### src/rtl/nsfl_pkg.sv
// ----------------------------------------------------------------------------
// nsfl_pkg: shared types and constants of the NMEA sentence field locator
// Holds the event codes, the parser phase encoding, register indexes and
// the packing of the result item.
// ----------------------------------------------------------------------------
package nsfl_pkg;

   // Longest sentence type that can be matched
   localparam int MAX_TYPE_CHARS = 6;

   // Characters of interest
   localparam logic [7:0] CHAR_DOLLAR = 8'h24;
   localparam logic [7:0] CHAR_CR     = 8'h0D;
   localparam logic [7:0] CHAR_NUL    = 8'h00;
   localparam logic [7:0] CHAR_COMMA  = 8'h2C;
   localparam logic [7:0] CHAR_STAR   = 8'h2A;

   // Register indexes on the csr channel
   localparam logic CSR_TYPE_CHARS  = 1'b0;
   localparam logic CSR_TYPE_LENGTH = 1'b1;

   localparam logic [2:0]  TYPE_LENGTH_RESET = 3'd5;
   localparam logic [47:0] TYPE_CHARS_RESET  = 48'd0;

   // Result item kinds
   typedef enum logic [1:0] {
      EV_FIELD   = 2'd0,
      EV_DONE    = 2'd1,
      EV_PARTIAL = 2'd2
   } event_kind_type;

   // Parser phase, one-hot
   typedef enum logic [3:0] {
      PH_HUNT   = 4'b0001,
      PH_MATCH  = 4'b0010,
      PH_FIELDS = 4'b0100,
      PH_STAR   = 4'b1000
   } phase_type;

   // Result item as it leaves the parser
   typedef struct packed {
      logic          field_overflow;
      logic [9:0]    byte_offset;
      logic [4:0]    field_index;
      event_kind_type event_kind;
   } event_type;

   // Configuration seen by the parser
   typedef struct packed {
      logic [47:0] type_chars;
      logic [2:0]  type_length;
   } cfg_type;

   // Result data packing: field_index, byte_offset, field_overflow
   localparam int RSP_DATA_W   = 16;
   localparam int RSP_OVF_BIT  = 15;

   // Clamp the configured type length to 1 .. MAX_TYPE_CHARS
   function automatic logic [3:0] eff_length(input logic [2:0] len);
      logic [3:0] l;
      l = {1'b0, len};
      if (l == 4'd0) l = 4'd1;
      if (l > 4'(MAX_TYPE_CHARS)) l = 4'(MAX_TYPE_CHARS);
      return l;
   endfunction

   // Type character at a match position; positions past the sixth read zero
   function automatic logic [7:0] type_char(input logic [47:0] chars,
                                            input logic [2:0] k);
      logic [7:0] c;
      c = 8'd0;
      if (k < 3'd6) c = chars[8*k +: 8];
      return c;
   endfunction

endpackage

### src/rtl/nsfl_parser.sv
// ----------------------------------------------------------------------------
// nsfl_parser: per-byte sentence state and event decode
// Holds the phase, match position, field count, buffer position and overflow
// flag, and decodes one byte per step into at most one event.
// ----------------------------------------------------------------------------
module nsfl_parser
   import nsfl_pkg::*;
#(
   parameter int BUFFER_BYTES = 1024,
   parameter int MAX_FIELDS   = 32
) (
   input  logic       clock,
   input  logic       reset,
   input  logic       step,
   input  logic [7:0] byte_value,
   input  logic       buffer_start,
   input  cfg_type    cfg,
   output logic       ev_valid,
   output event_type  ev
);

   localparam int PW = $clog2(BUFFER_BYTES + 1);
   localparam int FW = $clog2(MAX_FIELDS + 1);
   localparam logic [PW-1:0] POS_END    = PW'(BUFFER_BYTES);
   localparam logic [9:0]    END_OFFSET = 10'(BUFFER_BYTES);

   phase_type       phase_ff, phase_in;
   logic [2:0]      mp_ff, mp_in;
   logic [FW-1:0]   fs_ff, fs_in;
   logic [PW-1:0]   bp_ff, bp_in;
   logic            ovf_ff, ovf_in;

   phase_type       cur;
   logic [PW-1:0]   pos;
   logic [2:0]      mp_next;
   logic [4:0]      close_index;
   logic            open_s;
   logic            past_end;

   // Field count reported at a close saturates at 31
   assign close_index = (int'(fs_ff) > 31) ? 5'd31 : 5'(fs_ff);
   assign mp_next     = mp_ff + 3'd1;
   assign open_s      = (phase_ff == PH_FIELDS) || (phase_ff == PH_STAR);

   // Decode one byte into the next state and an optional event
   always_comb begin
      phase_in = phase_ff;
      mp_in    = mp_ff;
      fs_in    = fs_ff;
      bp_in    = bp_ff;
      ovf_in   = ovf_ff;
      ev_valid = 1'b0;
      ev       = '{field_overflow: ovf_ff, byte_offset: 10'(bp_ff),
                   field_index: close_index, event_kind: EV_PARTIAL};
      cur      = phase_ff;
      pos      = bp_ff;
      past_end = 1'b0;

      // New buffer or end of buffer closes an open sentence
      if (buffer_start) begin
         ev_valid = open_s;
         cur      = PH_HUNT;
         mp_in    = 3'd0;
         pos      = '0;
      end else if (bp_ff >= POS_END) begin
         past_end       = 1'b1;
         ev_valid       = open_s;
         ev.byte_offset = END_OFFSET;
         phase_in       = PH_HUNT;
         mp_in          = 3'd0;
         bp_in          = POS_END;
      end

      if (!past_end) begin
         bp_in    = PW'(pos + 1'b1);
         phase_in = cur;
         unique case (cur)
            PH_HUNT: begin
               if (byte_value == CHAR_DOLLAR) begin
                  phase_in = PH_MATCH;
                  mp_in    = 3'd0;
               end
            end
            PH_MATCH: begin
               if (byte_value == type_char(cfg.type_chars, mp_ff)) begin
                  mp_in = mp_next;
                  if ({1'b0, mp_next} >= eff_length(cfg.type_length)) begin
                     phase_in = PH_FIELDS;
                     fs_in    = '0;
                     ovf_in   = 1'b0;
                  end
               end else if (byte_value == CHAR_DOLLAR) begin
                  mp_in = 3'd0;
               end else begin
                  phase_in = PH_HUNT;
               end
            end
            PH_FIELDS, PH_STAR: begin
               ev.byte_offset = 10'(pos);
               priority if (byte_value == CHAR_CR) begin
                  ev_valid      = 1'b1;
                  ev.event_kind = EV_DONE;
                  phase_in      = PH_HUNT;
               end else if (byte_value == CHAR_NUL) begin
                  ev_valid = 1'b1;
                  phase_in = PH_HUNT;
               end else if (byte_value == CHAR_DOLLAR) begin
                  ev_valid = 1'b1;
                  phase_in = PH_MATCH;
                  mp_in    = 3'd0;
               end else if (cur == PH_FIELDS && byte_value == CHAR_STAR) begin
                  phase_in = PH_STAR;
               end else if (cur == PH_FIELDS && byte_value == CHAR_COMMA) begin
                  if (fs_ff < FW'(MAX_FIELDS)) begin
                     ev_valid = 1'b1;
                     ev       = '{field_overflow: 1'b0,
                                  byte_offset: 10'(PW'(pos + 1'b1)),
                                  field_index: 5'(fs_ff),
                                  event_kind: EV_FIELD};
                     fs_in    = FW'(fs_ff + 1'b1);
                  end else begin
                     ovf_in = 1'b1;
                  end
               end else begin
                  // ignore ordinary sentence bytes
                  phase_in = cur;
               end
            end
            default: begin
               phase_in = PH_HUNT;
            end
         endcase
      end
   end

   // Advance the sentence state on each consumed byte
   always_ff @(posedge clock) begin
      if (reset) begin
         phase_ff <= PH_HUNT;
         mp_ff    <= 3'd0;
         fs_ff    <= '0;
         bp_ff    <= '0;
         ovf_ff   <= 1'b0;
      end else if (step) begin
         phase_ff <= phase_in;
         mp_ff    <= mp_in;
         fs_ff    <= fs_in;
         bp_ff    <= bp_in;
         ovf_ff   <= ovf_in;
      end
   end

endmodule

### src/rtl/nmea_sentence_field_locator_unit.sv
// ----------------------------------------------------------------------------
// nmea_sentence_field_locator_unit: NMEA sentence field locator
// Scans a receive buffer byte by byte and reports field starts and sentence
// closes for sentences whose type matches the configured string.
// ----------------------------------------------------------------------------
// Usage:
//   req channel: one buffer byte per item in req_tdata, req_tuser high on the
//   first byte of a new buffer (offset restarts at zero).
//   rsp channel: zero or one event per byte: field start (offset just after
//   the comma), sentence complete (carriage return) or sentence incomplete
//   (NUL, new dollar sign, new buffer or buffer end). Keep field starts only
//   for sentences that close complete.
//   csr channel: index 0 writes the type characters (first in lowest byte),
//   index 1 the type length. Write only while the block is idle.
//   With no stall an event becomes valid once its byte has passed the input
//   register and its decode has been loaded into the result register. One
//   byte per cycle is sustained while the rsp channel does not stall; the
//   parser's state update on each consumed byte sets that rate.
//   A stalled rsp channel holds the result register and the input register;
//   req_tready drops only when both are full. Reset empties both registers,
//   returns the parser to hunting at offset zero and restores the csr
//   defaults (no type characters, length five). No clearing pass is needed.
// ----------------------------------------------------------------------------
module nmea_sentence_field_locator_unit
   import nsfl_pkg::*;
#(
   parameter int BUFFER_BYTES = 1024,
   parameter int MAX_FIELDS   = 32
) (
   input  logic        clock,
   input  logic        reset,
   // input bytes
   input  logic        req_tvalid,
   output logic        req_tready,
   input  logic [7:0]  req_tdata,   // [7:0] byte_value
   input  logic        req_tuser,   // [0] buffer_start
   // events
   output logic        rsp_tvalid,
   input  logic        rsp_tready,
   output logic [15:0] rsp_tdata,   // [4:0] field_index, [14:5] byte_offset,
                                    // [15] field_overflow
   output logic [1:0]  rsp_tuser,   // [1:0] event_kind
   // register writes
   input  logic        csr_valid,
   output logic        csr_ready,
   input  logic        csr_index,
   input  logic [47:0] csr_data
);

   logic        in_valid_ff;
   logic [7:0]  in_byte_ff;
   logic        in_start_ff;
   logic        rsp_valid_ff, rsp_valid_in;
   event_type   rsp_ev_ff;
   cfg_type     cfg_ff;
   logic        advance;
   logic        step;
   logic        ev_valid;
   event_type   ev;

   assign advance    = !rsp_valid_ff || rsp_tready;
   assign step       = in_valid_ff && advance;
   assign req_tready = !in_valid_ff || advance;
   assign csr_ready  = 1'b1;

   // Write configuration registers
   always_ff @(posedge clock) begin
      if (reset) begin
         cfg_ff.type_chars  <= TYPE_CHARS_RESET;
         cfg_ff.type_length <= TYPE_LENGTH_RESET;
      end else if (csr_valid) begin
         unique case (csr_index)
            CSR_TYPE_CHARS:  cfg_ff.type_chars  <= csr_data;
            CSR_TYPE_LENGTH: cfg_ff.type_length <= csr_data[2:0];
            default:         cfg_ff             <= cfg_ff;
         endcase
      end
   end

   // Hold the input item until the parser consumes it
   always_ff @(posedge clock) begin
      if (reset) begin
         in_valid_ff <= 1'b0;
      end else if (req_tready) begin
         in_valid_ff <= req_tvalid;
      end
   end

   always_ff @(posedge clock) begin
      if (req_tvalid && req_tready) begin
         in_byte_ff  <= req_tdata;
         in_start_ff <= req_tuser;
      end
   end

   nsfl_parser #(
      .BUFFER_BYTES (BUFFER_BYTES),
      .MAX_FIELDS   (MAX_FIELDS)
   ) u_parser (
      .clock        (clock),
      .reset        (reset),
      .step         (step),
      .byte_value   (in_byte_ff),
      .buffer_start (in_start_ff),
      .cfg          (cfg_ff),
      .ev_valid     (ev_valid),
      .ev           (ev)
   );

   // Result register: load on each consumed byte, hold while stalled
   assign rsp_valid_in = advance ? (step && ev_valid) : rsp_valid_ff;

   always_ff @(posedge clock) begin
      if (reset) begin
         rsp_valid_ff <= 1'b0;
      end else begin
         rsp_valid_ff <= rsp_valid_in;
      end
   end

   always_ff @(posedge clock) begin
      if (step) begin
         rsp_ev_ff <= ev;
      end
   end

   assign rsp_tvalid = rsp_valid_ff;
   assign rsp_tdata  = {rsp_ev_ff.field_overflow, rsp_ev_ff.byte_offset,
                        rsp_ev_ff.field_index};
   assign rsp_tuser  = rsp_ev_ff.event_kind;

endmodule

### config.mk
export PLATFORM = sky130hd
export DESIGN_NAME = nmea_sentence_field_locator_unit
export DESIGN_NICKNAME = d
export VERILOG_FILES = /design/src/rtl/nsfl_pkg.sv /design/src/rtl/nsfl_parser.sv /design/src/rtl/nmea_sentence_field_locator_unit.sv
export SDC_FILE = /design/constraint.sdc
export NUM_CORES = 1
export LEC_CHECK = 0
export BUFFER_PORTS_ARGS = -buffer_cell sky130_fd_sc_hd__buf_2
export CORE_ASPECT_RATIO = 1.75
export CORE_MARGIN = 3
export CORE_UTILIZATION = 45
export CTS_CLUSTER_SIZE = 8
export DETAILED_ROUTE_END_ITERATION = 10
export PLACE_DENSITY = 0.65
export SLEW_MARGIN = 10
export SYNTH_ARGS = -nofsm -noshare
export SYNTH_HDL_FRONTEND = slang
export SYNTH_HIERARCHICAL = 1
export SYNTH_SLANG_ARGS = --single-unit
### constraint.sdc
create_clock -name clock -period 4 [get_ports clock]
set_input_delay 0.8 -clock clock [delete_from_list [all_inputs] [get_ports clock]]
set_output_delay 0.8 -clock clock [all_outputs]
set_load 0.1 [all_outputs]
* Word-level counts from Yosys, hierarchy flattened *
Cells that the tools add are included.

storage, ports and cells
  register bits after elaboration = 105
  bits in latches = 0
  bits in writable memories = 0
  bits in read-only memories = 0
  bits of input ports = 63
  output and inout bits = 21
  logic and storage cells = 148
  memories = 0

cells by class
  add/sub/neg operators = 3
  multipliers = 0
  div/mod/pow operators = 0
  order comparisons = 6
  eq/ne operators = 22
  shift operators = 1
  multiplexer cells = 78
  bitwise gates (word level) = 3
  reductions and logical operators = 20

operators with widths
  operator                                                count
  2-to-1 mux 18 bit                                       7
  2-to-1 mux 4 bit                                        19
  2-to-1 mux 6 bit                                        8
  variable part select 48 x 7 -> 8 bit                    1
  2-to-1 mux 11 bit                                       4
  == test 8 x 6 -> 1 bit (second input constant)          3
  2-to-1 mux 3 bit                                        8
  2-to-1 mux 8 bit                                        3
  AND reduction 11 bit                                    2
  2-to-1 mux 1 bit                                        20
  2-to-1 mux 10 bit                                       2
  2-to-1 mux 16 bit                                       1
  inequality test 2 bit (second input constant)           7
  one-hot mux 4 bit (3 select lines)                      1
  one-hot mux 6 bit (2 select lines)                      1
  adder 11 x 1 -> 11 bit (second input constant)          1
  >= comparator 11 bit (second input constant)            1
  one-hot mux 3 bit (3 select lines)                      1
  == test 4 x 3 -> 1 bit (second input constant)          2
  == test 4 bit (second input constant)                   2
  == test 8 x 4 -> 1 bit (second input constant)          1
  == test 8 bit                                           1
  logical NOT 8 bit                                       1
  inequality test 2 x 1 -> 1 bit (second input constant)  4
  other kinds (21)                                        32

* Logic depth before layout (Yosys ltp) *
  depth in word-level cells = 18
  mapped depth = 12

* Modules after synthesis *
Netlist, hierarchy kept.

modules (own cells, without submodules)
  module                            times used  cells each  area each (um^2)
  nmea_sentence_field_locator_unit  1           268         3,300.7
  nsfl_parser                       1           348         2,552.4

* Worst setup path before layout *
No wires, ideal clock.

  path type = input to register
  start point = input rsp_tready
  end point = register u_parser.fs_ff[5]
  library setup time = 70 ps
  data arrival time = 3,173 ps
  required time = 3,930 ps
  path slack = 757 ps
  cell stages on the path = 8
  cell sequence = nand2b_1 -> and2_1 -> nand2_1 -> or4_1 -> or2_1 -> buf_6 -> or4_1 -> a21oi_1

between the ends
  word-level cells in the longest chain between the ends = 3

ends and longest elaborated chain
  element                         RTL line                                text
  from (decl)                     nmea_sentence_field_locator_unit.sv:39  input logic rsp_tready,
  logical OR 1 bit                nmea_sentence_field_locator_unit.sv:61  assign advance = !rsp_valid_ff || rsp_tready;
  logical AND 1 bit               nmea_sentence_field_locator_unit.sv:62  assign step = in_valid_ff && advance;
  via step                        nmea_sentence_field_locator_unit.sv:57  logic step;
  AND reduction 11 bit (no line)  -
  to (signal assigned)            nsfl_parser.sv:147                      fs_ff <= fs_in;
  to (decl)                       nsfl_parser.sv:29                       logic [FW-1:0] fs_ff, fs_in;

The timed path passes the listed nets, and every way through them passes these cells.
A chain may end at the register's enable or synchronous reset.

* Worst setup path after layout *
  start point = register u_parser.mp_ff[0]
  end point = register u_parser.fs_ff[5]

between the ends
  word-level cells in the longest chain between the ends = 7
  elaborated cells between the ends (all ways) = 11
  classes of those cells = 1 x add/sub; 2 x order compare; 3 x eq/ne; 1 x shift; 3 x mux; 1 x reduce/logical

ends and longest elaborated chain
  element                                                                            RTL line            text
  from (decl)                                                                        nsfl_parser.sv:28   logic [2:0] mp_ff, mp_in;
  from (signal assigned)                                                             nsfl_parser.sv:146  mp_ff <= mp_in;
  variable part select 48 x 7 -> 8 bit / < comparator 3 bit (equally long branches)  nsfl_pkg.sv:72      if (k < 3'd6) c = chars[8*k +: 8];
  2-to-1 mux 8 bit                                                                   nsfl_pkg.sv:72
  2-to-1 mux 8 bit                                                                   nsfl_parser.sv:77   unique case (cur)
  2-to-1 mux 8 bit                                                                   nsfl_parser.sv:74   if (!past_end) begin
  == test 8 bit                                                                      nsfl_parser.sv:85   if (byte_value == type_char(cfg.type_chars, mp_ff)) begin
  inequality test 2 x 1 -> 1 bit (no line)                                           -
  AND reduction 11 bit (no line) (*)                                                 -

Every way passes the cells marked *; elsewhere a longest branch is shown, timed or not. The select of a mux whose other input is x is not followed.

==> metrics.cfg <==
[die]
initial_core_util_pct = 46.58
dieArea_um2 = 14470
die_w_um = 92.21
core.rowCount = 54
core_um2 = 12570
pin_count = 84
die_height_um = 156.9

[logic_synthesis]
synth_area_per_cell_um2 = 9.502
ys_seq_area_share_pct = 40.53
netlist_top_cells_area = dfxtp_1 (27%), edfxtp_1 (14%), nand4bb_1 (9.0%)
synthArstFlopShare_pct = 0
syn_nets = 686
ys_ff_latch = 105
yosysTopAreaCellShare_pct = 26.68
ys_types = 67
yosys_warnings = 6
synthesis.area_um2 = 5853
yosysTopAreaCell = dfxtp_1
synth-main-ff-cell = dfxtp_1
synth-edff-count = 27
synth_cells = 616

[power_and_ir_drop]
p_int_mw = 1.667
power_frac_seq_pct = 51.6
vdd_drop_max_uv = 207.9
power.switching_mw = 0.5797
sw_frac_of_total_pct = 25.80
power_frac_comb_pct = 11.0
pwr-share-clk_pct = 37.4
power_density_nw_per_um2 = 340.9
leakagePower_nw = 2.455
total_power_mw = 2.247

[final_layout]
final_common_cell = buf_2
antennaDiodeCount = 0
nets = 740
drive_above_1_share_pct = 24.30
syn_to_final_growth_pct = 12.61
final_cell_mix = buf_2 (82), dfxtp_1 (78), nand2b_1 (61)
fin_util_pct = 52.45

[cts]
htree_levels = 3
cts_buffer_depth = 2
root_buffer = clkbuf_16
numCtsBuffers = 9
cts_tree = done
clk_pin_slew_worst_paths_ns = 0.07
insertion_delay_ns = 0.35
clock_sinks = 105
cts_hold_buf = 0

[setup_path]
worstPathRequired_ns = 4.27
crit_buf_inv = 1
end_kind = flip-flop
worstSetupStartpointType = flip-flop
reg2reg_setup_slack_ns = 0.54
cpMostUsedCell = a21oi_1
slowest_stage = dfxtp_1
rr_endpoint = u_parser/fs_ff[5]
path_class = flip-flop to flip-flop
critPathMaxStageDelay_ns = 0.62
ff2ff_path_depth = 9
crit_arrival_ns = 3.73
crit_fanout = 12
crit_family = compound AO/OA/AOI/OAI gates
crit_cells = 9
crit_chain = buf_4 -> mux2_2 -> a22oi_1 -> a211oi_1 -> a2111oi_1 -> a21oi_1 -> or2_1 -> or4_1 -> a21oi_1
regToRegStartpoint = u_parser/mp_ff[0]

[drt]
routed_wl_um = 15010
num_vias = 4769
drtIter0Drc = 258
post_drt_wl_per_cell_um = 17.81
post-route-drc-count = 0
vias_per_cell = 5.657
drtPass1Iterations = 4
ant_nets = 0

[sta]
max_slew_margin_pct = 47.46
final_hold_viol_count = 0
finalCriticalPeriod_ns = 3.463
worst_pin_slew_ns = 0.7809
setup-tns-final_ns = 0
fmax_mhz = 288.8
finClkSkew_ns = 0.01128
slew_violations = 0
setup_viol = 0
finalCritPeriodShare_pct = 86.56
worst_slack_ns = 0.5374
rsz0062_at_grt = false

[place]
hpwl_um = 11070
place_congestion = 0.9336
io_buffers = 82
place_ws_ns = 0.4775

[job]
drv_cap = 0

[grt]
grt_pass1_wl_um = 23850
grt_max_degree = 91
grt.overflow.total = 0
grt_pass1_vias = 4737
antenna_found_initial = 0
grt_use_total_pct = 20.91

[outcome]
status = complete, no violations

[min_path]
hold_end = u_parser/ovf_ff
min_path_type = flip-flop to flip-flop
min_from = u_parser/ovf_ff
min_path_cells = 2

[layer usage]
metal	part of all wire (%)	GRT usage (%)	vias to the layer above	routed length [um]
met3	2.5	2.597	27	374
li1	-	-	2369	-
met4	3.5	9.639	0	525
met5	0	0	-	0
met2	56	40.69	99	8477
met1	38	21.89	2274	5632
[power by group through the flow]
stage / Clock [mW] / Combinational [mW] / Sequential [mW]
6_report: 0.841 / 0.246 / 1.16
3_3_place_gp: 0 / 0.242 / 1.18
2_1_floorplan: 0 / 0.154 / 1.20
4_1_cts: 0.861 / 0.247 / 1.16
3_5_place_dp: 0 / 0.247 / 1.18
5_1_grt: 0.901 / 0.269 / 1.16
[cell usage after synthesis, types with 3 or more instances]
cell type  count
nand2_1       26
nand2b_1      61
a31oi_1        8
nor2_1        43
and2_1         3
mux2i_1        3
or2_2          7
a21oi_1       31
buf_6          4
a22oi_1        7
nor3_1         3
mux2_2        18
nand4bb_1     47
o21ai_2       20
inv_1         11
o211ai_1       4
a32o_1         6
a211oi_1       8
buf_2          4
a21o_1         3
and3_1        14
or4_1          6
clkbuf_1      34
a311oi_1       4
dfxtp_1       78
xor2_1         4
o21ai_0       46
nor2b_1       10
or3_1          8
ha_1           7
buf_4          3
clkbuf_2       3
and3b_1        6
edfxtp_1      27
nand3_1        9
[through the flow]
stage	hold WS, ns	instance area (um2)	std cells
after floorplan	0.4313	5853	616
after global placement	0.4528	6309	827
after detailed placement	0.4566	6309	827
after CTS	0.4710	6590	843
after global routing	0.4969	6591	843
final	0.4637	6591	843
[state kept, by name, indices dropped and copies added (netlist names)]
name	cells
in_valid_ff	1
u_parser/ovf_ff	1
u_parser/bp_ff	11
u_parser/mp_ff	3
rsp_tvalid	1
u_parser/phase_ff	4
rsp_tdata	16
cfg_ff	51
u_parser/fs_ff	6
in_start_ff	1
rsp_tuser	2
in_byte_ff	8
[how the worst max path moves through the flow]
stage | from | to
after floorplan | rsp_tready | u_parser/fs_ff[5]
after global placement | u_parser/mp_ff[0] | u_parser/fs_ff[5]
after detailed placement | u_parser/mp_ff[0] | u_parser/fs_ff[2]
after CTS | u_parser/mp_ff[0] | u_parser/fs_ff[5]
after global routing | u_parser/mp_ff[0] | u_parser/fs_ff[5]
final | u_parser/mp_ff[0] | u_parser/fs_ff[5]
[cell type report]
cell class	instances	area (um2)
sequential	105	2372
timing repair buffer	93	505.5
inverter	11	41.29
fill	1205	5976
tap	168	210.2
multi-input combinational	450	3181
clock buffer	11	242.7
clock inverter	5	38.79
[worst register-to-register path: stages, from the launching register on]
cell,delay [ns]
dfxtp_1,0.62
buf_4,0.30
mux2_2,0.37
a22oi_1,0.21
a211oi_1,0.11
a2111oi_1,0.52
a21oi_1,0.21
or2_1,0.37
or4_1,0.52
a21oi_1,0.16
[logic make-up after synthesis]
group	Yosys count	share of synthesized area (%)
AOI/OAI and AO/OA	154	17.40
muxes	24	4.938
and+or+nand+nor	257	29.18
buffers and inverters	61	5.323
other	1	0.06407
adders and majority gates	8	1.667
DFF	105	40.53
xor gates and xnor gates	6	0.8978
[what timing repair did]
action	4_1_cts	5_1_grt
buffers inserted	0	0
gates resized for setup	0	1
setup endpoints to repair	0	1
Note: power is estimated with default switching activity, not from simulation.
